--- config.mk ---
export PLATFORM = sky130hd
export DESIGN_NAME = velocity_pid_with_deadband
export DESIGN_NICKNAME = d
export VERILOG_FILES = /design/src/hdl/vpid_pkg.sv /design/src/hdl/vpid_regs.sv /design/src/hdl/vpid_ctrl.sv /design/src/hdl/vpid_dp.sv /design/src/hdl/velocity_pid_with_deadband.sv
export SDC_FILE = /design/constraint.sdc
export NUM_CORES = 2
export LEC_CHECK = 0
export BUFFER_PORTS_ARGS = -buffer_cell sky130_fd_sc_hd__buf_4
export CORE_MARGIN = 10
export CORE_UTILIZATION = 25
export DETAILED_ROUTE_END_ITERATION = 10
export GPL_TIMING_DRIVEN = 0
export MAX_ROUTING_LAYER = met4
export PLACE_DENSITY = 0.51
export SKIP_LAST_GASP = 1
export SLEW_MARGIN = 30
export SYNTH_ARGS = -nofsm -noshare
export SYNTH_HDL_FRONTEND = slang
export SYNTH_SLANG_ARGS = --single-unit
--- constraint.sdc ---
create_clock -name clk -period 18.2 [get_ports clk]
set_input_delay 0.91 -clock clk [delete_from_list [all_inputs] [get_ports clk]]
set_output_delay 0.91 -clock clk [all_outputs]
set_load 0.05 [all_outputs]
--- src/hdl/vpid_pkg.sv ---
// Package: types, constants and register map for the velocity PID block.
package vpid_pkg;

	typedef struct packed {
		logic signed [23:0] goal_velocity;
		logic signed [23:0] measured_velocity;
	} vpid_in_t;

	typedef struct packed {
		logic [15:0] duty;
		logic        output_negative;
		logic        over_twice_limit;
		logic        stopped;
	} vpid_out_t;

	typedef enum logic [2:0] {
		REG_RULE_SET  = 3'd0,
		REG_GAIN_P    = 3'd1,
		REG_GAIN_I    = 3'd2,
		REG_GAIN_D    = 3'd3,
		REG_TICK      = 3'd4,
		REG_DWEIGHT   = 3'd5,
		REG_DEADBAND  = 3'd6,
		REG_DUTY_LIM  = 3'd7
	} vpid_reg_t;

	typedef struct packed {
		logic              rule_set;
		logic signed [23:0] gain_p;
		logic signed [23:0] gain_i;
		logic signed [23:0] gain_d;
		logic [15:0]       tick_period;
		logic [15:0]       derivative_weight;
		logic [15:0]       deadband;
		logic [15:0]       duty_limit;
	} vpid_cfg_t;

	typedef enum logic [3:0] {
		ST_IDLE,
		ST_ERR,
		ST_SHAPE,
		ST_DOT,
		ST_INT,
		ST_UP,
		ST_UI,
		ST_UD,
		ST_ACC,
		ST_DUTY,
		ST_OUT
	} vpid_state_t;

	// one step command per datapath phase
	typedef struct packed {
		logic load;
		logic err;
		logic shape;
		logic dot;
		logic integ;
		logic up;
		logic ui;
		logic ud;
		logic acc;
		logic duty;
	} vpid_cmd_t;

	typedef struct packed {
		logic goal_zero;
	} vpid_stat_t;

endpackage

--- src/hdl/vpid_regs.sv ---
// Configuration register file behind the APB-style port.
module vpid_regs import vpid_pkg::*; (
	input  logic        clk,
	input  logic        arst_n,
	input  logic        psel,
	input  logic        penable,
	input  logic        pwrite,
	input  logic [4:0]  paddr,
	input  logic [31:0] pwdata,
	output logic [31:0] prdata,
	output logic        pready,
	output vpid_cfg_t   cfg
);
	vpid_cfg_t cfg_q;
	logic      wr;
	vpid_reg_t idx;

	assign pready = 1'b1;
	assign wr     = psel && penable && pwrite;
	assign idx    = vpid_reg_t'(paddr[4:2]);
	assign cfg    = cfg_q;

	always_ff @(posedge clk or negedge arst_n) begin
		if (!arst_n) begin
			cfg_q.rule_set          <= 1'b0;
			cfg_q.gain_p            <= '0;
			cfg_q.gain_i            <= '0;
			cfg_q.gain_d            <= '0;
			cfg_q.tick_period       <= 16'd6554;
			cfg_q.derivative_weight <= 16'd60713;
			cfg_q.deadband          <= 16'd655;
			cfg_q.duty_limit        <= 16'd255;
		end else if (wr && paddr[1:0] == 2'b00) begin
			unique case (idx)
				REG_RULE_SET: cfg_q.rule_set          <= pwdata[0];
				REG_GAIN_P:   cfg_q.gain_p            <= pwdata[23:0];
				REG_GAIN_I:   cfg_q.gain_i            <= pwdata[23:0];
				REG_GAIN_D:   cfg_q.gain_d            <= pwdata[23:0];
				REG_TICK:     cfg_q.tick_period       <= pwdata[15:0];
				REG_DWEIGHT:  cfg_q.derivative_weight <= pwdata[15:0];
				REG_DEADBAND: cfg_q.deadband          <= pwdata[15:0];
				REG_DUTY_LIM: cfg_q.duty_limit        <= pwdata[15:0];
				default: ;
			endcase
		end
	end

	always_comb begin
		prdata = '0;
		unique case (idx)
			REG_RULE_SET: prdata = {31'd0, cfg_q.rule_set};
			REG_GAIN_P:   prdata = {{8{cfg_q.gain_p[23]}}, cfg_q.gain_p};
			REG_GAIN_I:   prdata = {{8{cfg_q.gain_i[23]}}, cfg_q.gain_i};
			REG_GAIN_D:   prdata = {{8{cfg_q.gain_d[23]}}, cfg_q.gain_d};
			REG_TICK:     prdata = {16'd0, cfg_q.tick_period};
			REG_DWEIGHT:  prdata = {16'd0, cfg_q.derivative_weight};
			REG_DEADBAND: prdata = {16'd0, cfg_q.deadband};
			REG_DUTY_LIM: prdata = {16'd0, cfg_q.duty_limit};
			default:      prdata = '0;
		endcase
	end
endmodule

--- src/hdl/vpid_ctrl.sv ---
// Sequencer: steps the datapath through one control tick.
module vpid_ctrl import vpid_pkg::*; (
	input  logic       clk,
	input  logic       arst_n,
	input  logic       in_valid,
	output logic       in_stall,
	output logic       out_valid,
	input  logic       out_stall,
	input  vpid_stat_t stat,
	output vpid_cmd_t  cmd
);
	vpid_state_t state_q, state_d;

	always_ff @(posedge clk or negedge arst_n) begin
		if (!arst_n) state_q <= ST_IDLE;
		else         state_q <= state_d;
	end

	always_comb begin
		state_d   = state_q;
		cmd       = '0;
		in_stall  = 1'b1;
		out_valid = 1'b0;
		unique case (state_q)
			ST_IDLE: begin
				in_stall = 1'b0;
				if (in_valid) begin
					cmd.load = 1'b1;
					state_d  = ST_ERR;
				end
			end
			ST_ERR: begin
				cmd.err = 1'b1;
				state_d = stat.goal_zero ? ST_OUT : ST_SHAPE;
			end
			ST_SHAPE: begin cmd.shape = 1'b1; state_d = ST_DOT; end
			ST_DOT:   begin cmd.dot = 1'b1;   state_d = ST_INT; end
			ST_INT:   begin cmd.integ = 1'b1; state_d = ST_UP; end
			ST_UP:    begin cmd.up = 1'b1;    state_d = ST_UI; end
			ST_UI:    begin cmd.ui = 1'b1;    state_d = ST_UD; end
			ST_UD:    begin cmd.ud = 1'b1;    state_d = ST_ACC; end
			ST_ACC:   begin cmd.acc = 1'b1;   state_d = ST_DUTY; end
			ST_DUTY:  begin cmd.duty = 1'b1;  state_d = ST_OUT; end
			ST_OUT: begin
				out_valid = 1'b1;
				if (!out_stall) state_d = ST_IDLE;
			end
			default: state_d = ST_IDLE;
		endcase
	end
endmodule

--- src/hdl/vpid_dp.sv ---
// Datapath: error shaping, shared multiplier, integrator and accumulator.
module vpid_dp import vpid_pkg::*; #(
	parameter int FRAC_BITS = 16,
	parameter int MAG_CLAMP = 150
) (
	input  logic       clk,
	input  logic       arst_n,
	input  vpid_in_t   din,
	input  vpid_cfg_t  cfg,
	input  vpid_cmd_t  cmd,
	output vpid_stat_t stat,
	output vpid_out_t  dout
);
	localparam logic signed [47:0] ACC_MAX = {1'b0, {47{1'b1}}};
	localparam logic signed [47:0] ACC_MIN = {1'b1, 47'd0};
	localparam logic signed [39:0] INT_MAX = {1'b0, {39{1'b1}}};
	localparam logic signed [39:0] INT_MIN = {1'b1, 39'd0};

	vpid_in_t          in_q;
	logic signed [23:0] err_q, prev_q, avg_q;
	// error difference times weight can reach 25 bits
	logic signed [24:0] dot_q;
	logic signed [39:0] int_q;
	logic signed [47:0] acc_q;
	// sum of the three terms, integral term alone reaches about 51 bits
	logic signed [51:0] sum_q;
	vpid_out_t         out_q;

	// shared multiplier: 41-bit signed operand by 25-bit signed operand
	logic signed [40:0] ma;
	logic signed [24:0] mb;
	logic signed [65:0] prod;

	always_comb begin
		ma = '0;
		mb = '0;
		if (cmd.dot) begin
			ma = 41'(err_q) - 41'(prev_q);
			mb = $signed({9'd0, cfg.derivative_weight});
		end else if (cmd.integ) begin
			ma = 41'(err_q);
			mb = $signed({9'd0, cfg.tick_period});
		end else if (cmd.up) begin
			ma = 41'(err_q);
			mb = 25'(cfg.gain_p);
		end else if (cmd.ui) begin
			ma = 41'(int_q);
			mb = 25'(cfg.gain_i);
		end else begin
			ma = 41'(dot_q);
			mb = 25'(cfg.gain_d);
		end
		prod = 66'(ma) * 66'(mb);
	end

	logic signed [65:0] p16, p12;
	assign p16 = prod >>> 16;
	assign p12 = prod >>> 12;

	// error path
	logic signed [24:0] diff;
	logic signed [23:0] err_sat;
	logic signed [24:0] mag;
	logic [17:0]        db2, db3, band;
	logic signed [25:0] avg_sum;
	logic signed [25:0] avg_res;
	logic [25:0]        avg_abs;
	logic [25:0]        div3;
	logic signed [23:0] prev_div4;

	assign diff    = 25'(in_q.goal_velocity) - 25'(in_q.measured_velocity);
	assign err_sat = (diff > 25'sd8388607) ? 24'sh7FFFFF :
	                 (diff < -25'sd8388608) ? 24'sh800000 : diff[23:0];
	assign db2  = {1'b0, cfg.deadband, 1'b0};
	assign db3  = db2 + 18'(cfg.deadband);
	assign band = cfg.rule_set ? db3 : db2;

	always_comb begin
		mag       = err_q[23] ? -25'(err_q) : 25'(err_q);
		avg_sum   = 26'(err_q) + 26'(avg_q);
		avg_abs   = avg_sum[25] ? 26'(-avg_sum) : 26'(avg_sum);
		// divide by 3 via reciprocal: floor(x*43691 >> 17) exact for x < 2^17 only,
		// so use a wider reciprocal constant that is exact for 25-bit magnitudes
		div3      = 26'((52'(avg_abs) * 52'd11184811) >> 25);
		if (cfg.rule_set) avg_res = avg_sum[25] ? -$signed(div3) : $signed(div3);
		else              avg_res = avg_sum[25] ? -$signed(avg_abs >> 1)
		                                        : $signed(avg_abs >> 1);
		prev_div4 = prev_q[23] ? 24'(-((-25'(prev_q)) >>> 2)) : (prev_q >>> 2);
	end

	// accumulation
	logic signed [52:0] acc_sum;
	logic signed [47:0] acc_sat;
	logic [47:0]        acc_abs;
	logic [47:0]        raw;
	logic [16:0]        lim2;

	assign acc_sum = 53'(acc_q) + 53'(sum_q);
	assign acc_sat = (acc_sum > 53'(ACC_MAX)) ? ACC_MAX :
	                 (acc_sum < 53'(ACC_MIN)) ? ACC_MIN : acc_sum[47:0];

	always_comb begin
		acc_abs = acc_q[47] ? 48'(-acc_q) : 48'(acc_q);
		raw     = acc_abs >> FRAC_BITS;
		if (!cfg.rule_set && raw > 48'(MAG_CLAMP)) raw = 48'(MAG_CLAMP);
		lim2    = {cfg.duty_limit, 1'b0};
	end

	logic signed [41:0] int_sum;
	assign int_sum = 42'(int_q) + 42'(p16);

	assign stat.goal_zero = (in_q.goal_velocity == '0);
	assign dout = out_q;

	always_ff @(posedge clk or negedge arst_n) begin
		if (!arst_n) begin
			prev_q <= '0;
			avg_q  <= '0;
			int_q  <= '0;
			acc_q  <= '0;
		end else begin
			if (cmd.shape) begin
				if (mag < 25'($signed({1'b0, cfg.deadband}))) begin
					if (cfg.rule_set) prev_q <= prev_div4;
				end else if (mag < $signed({7'd0, band})) begin
					avg_q <= avg_res[23:0];
				end
			end
			if (cmd.integ) begin
				int_q <= (int_sum > 42'(INT_MAX)) ? INT_MAX :
				         (int_sum < 42'(INT_MIN)) ? INT_MIN : int_sum[39:0];
				prev_q <= err_q;
			end
			if (cmd.acc) acc_q <= acc_sat;
		end
	end

	always_ff @(posedge clk) begin
		if (cmd.load) in_q <= din;
		if (cmd.err) begin
			err_q <= err_sat;
			out_q <= '{duty: 16'd0, output_negative: 1'b0,
			           over_twice_limit: 1'b0, stopped: 1'b1};
		end
		if (cmd.shape) begin
			if (mag < 25'($signed({1'b0, cfg.deadband})))
				err_q <= '0;
			else if (mag < $signed({7'd0, band}))
				err_q <= avg_res[23:0];
		end
		if (cmd.dot) dot_q <= p16[24:0];
		if (cmd.up)  sum_q <= 52'(p12);
		if (cmd.ui)  sum_q <= sum_q + 52'(p12);
		if (cmd.ud)  sum_q <= sum_q + 52'(p12);
		if (cmd.duty) begin
			out_q.stopped          <= 1'b0;
			out_q.output_negative  <= acc_q[47];
			out_q.over_twice_limit <= raw > 48'(lim2);
			out_q.duty <= (raw > 48'(cfg.duty_limit)) ? cfg.duty_limit : raw[15:0];
		end
	end
endmodule

--- src/hdl/velocity_pid_with_deadband.sv ---
// Velocity PID controller with deadband: top level.
//
// Usage: one request on the in channel (goal and measured velocity) yields
// one request on the out channel (duty, sign, over-limit flag, stopped).
// Both channels use valid/stall; a request moves when valid is high and
// stall is low. Configuration goes through the APB-style port, one 32-bit
// register per word, and must be written only while the block is idle;
// the block itself does not enforce this. One request is in flight at a
// time, set by the sequencer that walks the five products through the one
// shared 41x25 multiplier; for a zero goal it skips them and goes from the
// error step straight to the output. A new request is taken the cycle after
// the result leaves. Reset clears the controller state (previous error,
// average, integral, output accumulator) and loads the register defaults.
// While the out side stalls the result holds steady and the in channel
// stays stalled.
module velocity_pid_with_deadband import vpid_pkg::*; #(
	parameter int FRAC_BITS = 16,
	parameter int MAG_CLAMP = 150
) (
	input  logic        clk,
	input  logic        arst_n,
	input  logic        in_valid,
	output logic        in_stall,
	input  vpid_in_t    in_data,
	output logic        out_valid,
	input  logic        out_stall,
	output vpid_out_t   out_data,
	input  logic        psel,
	input  logic        penable,
	input  logic        pwrite,
	input  logic [4:0]  paddr,
	input  logic [31:0] pwdata,
	output logic [31:0] prdata,
	output logic        pready
);
	vpid_cfg_t  cfg;
	vpid_cmd_t  cmd;
	vpid_stat_t stat;

	vpid_regs u_regs (
		.clk, .arst_n, .psel, .penable, .pwrite, .paddr, .pwdata,
		.prdata, .pready, .cfg
	);

	vpid_ctrl u_ctrl (
		.clk, .arst_n, .in_valid, .in_stall, .out_valid, .out_stall,
		.stat, .cmd
	);

	vpid_dp #(.FRAC_BITS(FRAC_BITS), .MAG_CLAMP(MAG_CLAMP)) u_dp (
		.clk, .arst_n, .din(in_data), .cfg, .cmd, .stat, .dout(out_data)
	);
endmodule

==> metrics.cfg <==
[cts]
clkSlewWorstSetupHoldPaths_ns = 0.07
cts_resized = 0
tritoncts.num_buffers = 55
clock-sinks = 445
clock_path_buffers = 3
clock_tree_from_tritoncts = built
cts_root_buffer = clkbuf_16
post_cts_buffers = 0
worst_skew_pair.late_latency_ns = 0.69
cts.htree.levels = 2
cts_hold_repair.buffers = 0

[worst_setup_path]
rr_startpoint = u_ctrl.state_q[3]
worst_path_most_repeated_cell = fa_1
critical_path_maximum_fanout = 10
setup.worst_path.class = reg -> reg
cp_data_required_time_ns = 18.70
worst-r2r-setup-slack_ns = 0.66
highest_cell_delay_on_the_worst_timing_path_ns = 0.85
r2r-end = u_dp.int_q[27]
timing.critical_path.from_type = flip-flop
end_kind = flip-flop
ff2ff_path_depth = 51
cp.arrival_ns = 18.04
crit_path_top_delay_cell = clkbuf_1

[synth]
post-synth-top-area-cell = fa_1
yosysUniqueCellTypes = 106
combinational_family_with_the_most_area_after_synthesis = adder cells
synthTopCellsByArea = fa_1 (30%), ha_1 (11%), dfrtp_1 (7.6%), inv_1 (7.1%), edfxtp_1 (5.3%)
syn-cell-area_sq_um = 81700
post_synthesis_share_of_cell_area_spent_on_xor_and_xnor_gates_pct = 4.02
postSynthRegisterBits = 445
synth.avg_cell_area_sq_um = 8.81
fraction_of_the_mapped_netlist_area_in_adder_cells_pct = 42.0
post_synthesis_mux_area_share_pct = 3.43
synthesis.yosys.warnings = 0
synth_seq_area_share_pct = 14.4
synth_async_sr_flop_share_pct = 62.2
synth_cells = 9268
synth_compound_area_share_pct = 13.0
synthFlopType = dfrtp_1
synth-simple-area-share_pct = 14.1
synth_enable_flop_cells = 143
netlist.area_leader.share_pct = 30.4

[placed_design]
gpl.final_weighted_congestion = 0.986
detailedPlacementHpwl_mm = 271
port_buffers = 133

[timing]
finalSetupTns_ns = 0
final.period_utilization_pct = 96.4
period_needed_ns = 17.54
finalClockSkew_ns = 0.0721
fmax_mhz = 57.0
max-slew-margin-rel_pct = 24.7
report.final.setup_viol = 0
final_hold_viol_count = 0
grt_setup_unrepaired = false
worstMarginPinSlew_ns = 1.13
final-max-slew-violation-count = 0

[floorplanning]
core_box_area_sq_um = 325000
rows = 209
floorplan.io_pins = 146
die_area_sq_um = 350000
initial_core_utilization_pct = 25.1
floorplan.die.width_um = 592
die_h_um = 592

[run]
max-cap-violations = 0

[route]
routed_wire_length_per_instance_um = 23.4
drt-vias-per-instance = 4.93
drc = 0
dr_total_vias = 68400
initialDrtViolationCount = 5951
detail-route-antenna-nets = 0
drt-total-wl_mm = 324
drt-pass1-iter-count = 6

[status]
status = finished, final reports clean

[finish]
layout_common_cells = inv_1 (1552), fa_1 (1241), nand2_1 (1038), nor2_1 (866), ha_1 (750)
num-nets-final = 11600
synthToLayoutAreaGrowth_pct = 11.3
layout-drive-gt1-share_pct = 7.23
layout.cells.most_common = inv_1

[grt]
number_of_antenna_violations_at_the_first_check_in_global_routing = 8
global_route_wire_length_before_repair_mm = 478
global_route.overflow_total = 0
pin_count_of_the_biggest_net_entering_global_routing = 77
globalRouteTotalUtil_pct = 18.7
grt_pass1_vias = 69400

[worst_hold_path]
worst_min_delay_path_class = in -> async

cell usage after synthesis, types with 21 or more instances:
cell	count
a21o_1	189
dfstp_2	30
buf_1	21
nand2b_1	72
o21ai_0	415
nor2b_1	68
fa_1	1242
nand2_1	1038
edfxtp_1	143
clkbuf_1	330
nand3_1	112
xor2_1	123
inv_1	1552
a22oi_1	27
o31ai_1	30
dfrtp_1	247
o22ai_1	43
a221oi_1	29
and3_1	48
nor4_1	41
dfxtp_1	25
or3_1	31
o21a_1	59
nor2_1	877
or2_2	31
mux2i_1	58
nand4_1	71
a221o_1	47
nor3_1	86
xnor2_1	247
o21bai_1	47
ha_1	750
o211ai_1	55
a31oi_1	57
and2_1	66
mux2_2	173
a211oi_1	45
a21oi_1	424
how the worst max path moves through the flow:
stage / startpoint / to / slack, ns / cells after the start
floorplan: u_dp.err_q[0] / u_dp.int_q[11] / 5.46 / 58
global placement: u_ctrl.state_q[3] / u_dp.sum_q[40] / 0.23 / 49
detailed placement: u_ctrl.state_q[3] / u_dp.int_q[27] / 1.07 / 51
CTS: u_ctrl.state_q[3] / u_dp.int_q[27] / 0.95 / 51
global route: u_ctrl.state_q[3] / u_dp.int_q[25] / 0.16 / 51
finish: u_ctrl.state_q[3] / u_dp.int_q[27] / 0.66 / 51
flip-flops by register name, indices dropped and copies added (netlist names):
name	count
u_dp.err_q	24
u_ctrl.state_q	4
u_dp.sum_q	52
u_dp.dot_q	25
u_regs.cfg	137
u_dp.in_q	48
u_dp.dout	19
u_dp.avg_q	24
u_dp.int_q	40
u_dp.acc_q	48
u_dp.prev_q	24
routing by layer:
| metal | wire length [um] | up-vias | global-route usage (%) |
|---|---|---|---|
| met1 | 140000 | 34400 | 24.8 |
| met4 | 15700 | 0 | 7.12 |
| met2 | 146000 | 2679 | 29.1 |
| li1 | - | 30700 | - |
| met5 | 0 | - | - |
| met3 | 22900 | 621 | 2.57 |
worst max-delay path, delay by kind of cell (launching register included):
kind | cells | cell delay (ns)
fa+ha+maj | 9 | 4.33
compound gates | 15 | 4.36
xor+xnor | 1 | 0.17
buf+inv | 13 | 4.28
simple gates | 13 | 3.65
flops | 1 | 0.49
metrics by stage:
step	hold WS (ns)	util, %	instance area, sq um	std cells	worst slack, ns
after global routing	0.188	28.0	90900	13900	0.156
after detailed placement	0.473	27.4	88900	13800	1.07
final	0.162	28.0	90900	13900	0.659
after floorplan	0.445	-	81700	9274	5.46
after global placement	0.468	27.1	88100	13700	0.229
after CTS	0.164	28.0	90800	13900	0.950
kinds of logic (layout without fill, tap and decap cells):
family / count (synthesis) / after routing
AOI/OAI and AO/OA: 1653 / 1653
xor gates and xnor gates: 372 / 372
adders and majority gates: 1998 / 1998
buffers and inverters: 1940 / 2204
DFF: 445 / 445
muxes: 243 / 243
other: 2 / 16
and+or+nand+nor: 2615 / 2615
layout make-up:
type	instances	area, sq um
clock buffer	76	1630
antenna	8	20.0
fill	35200	234000
buffer	384	1610
timing repair buffer	161	1400
inverter	1556	5840
sequential	445	11800
clock inverter	27	343
tap	4325	5410
multi-input combinational	6889	62900
Power is left out: the tool's default activity adds up to more than one toggle a clock period on the data nets, which glitch-free logic cannot reach.
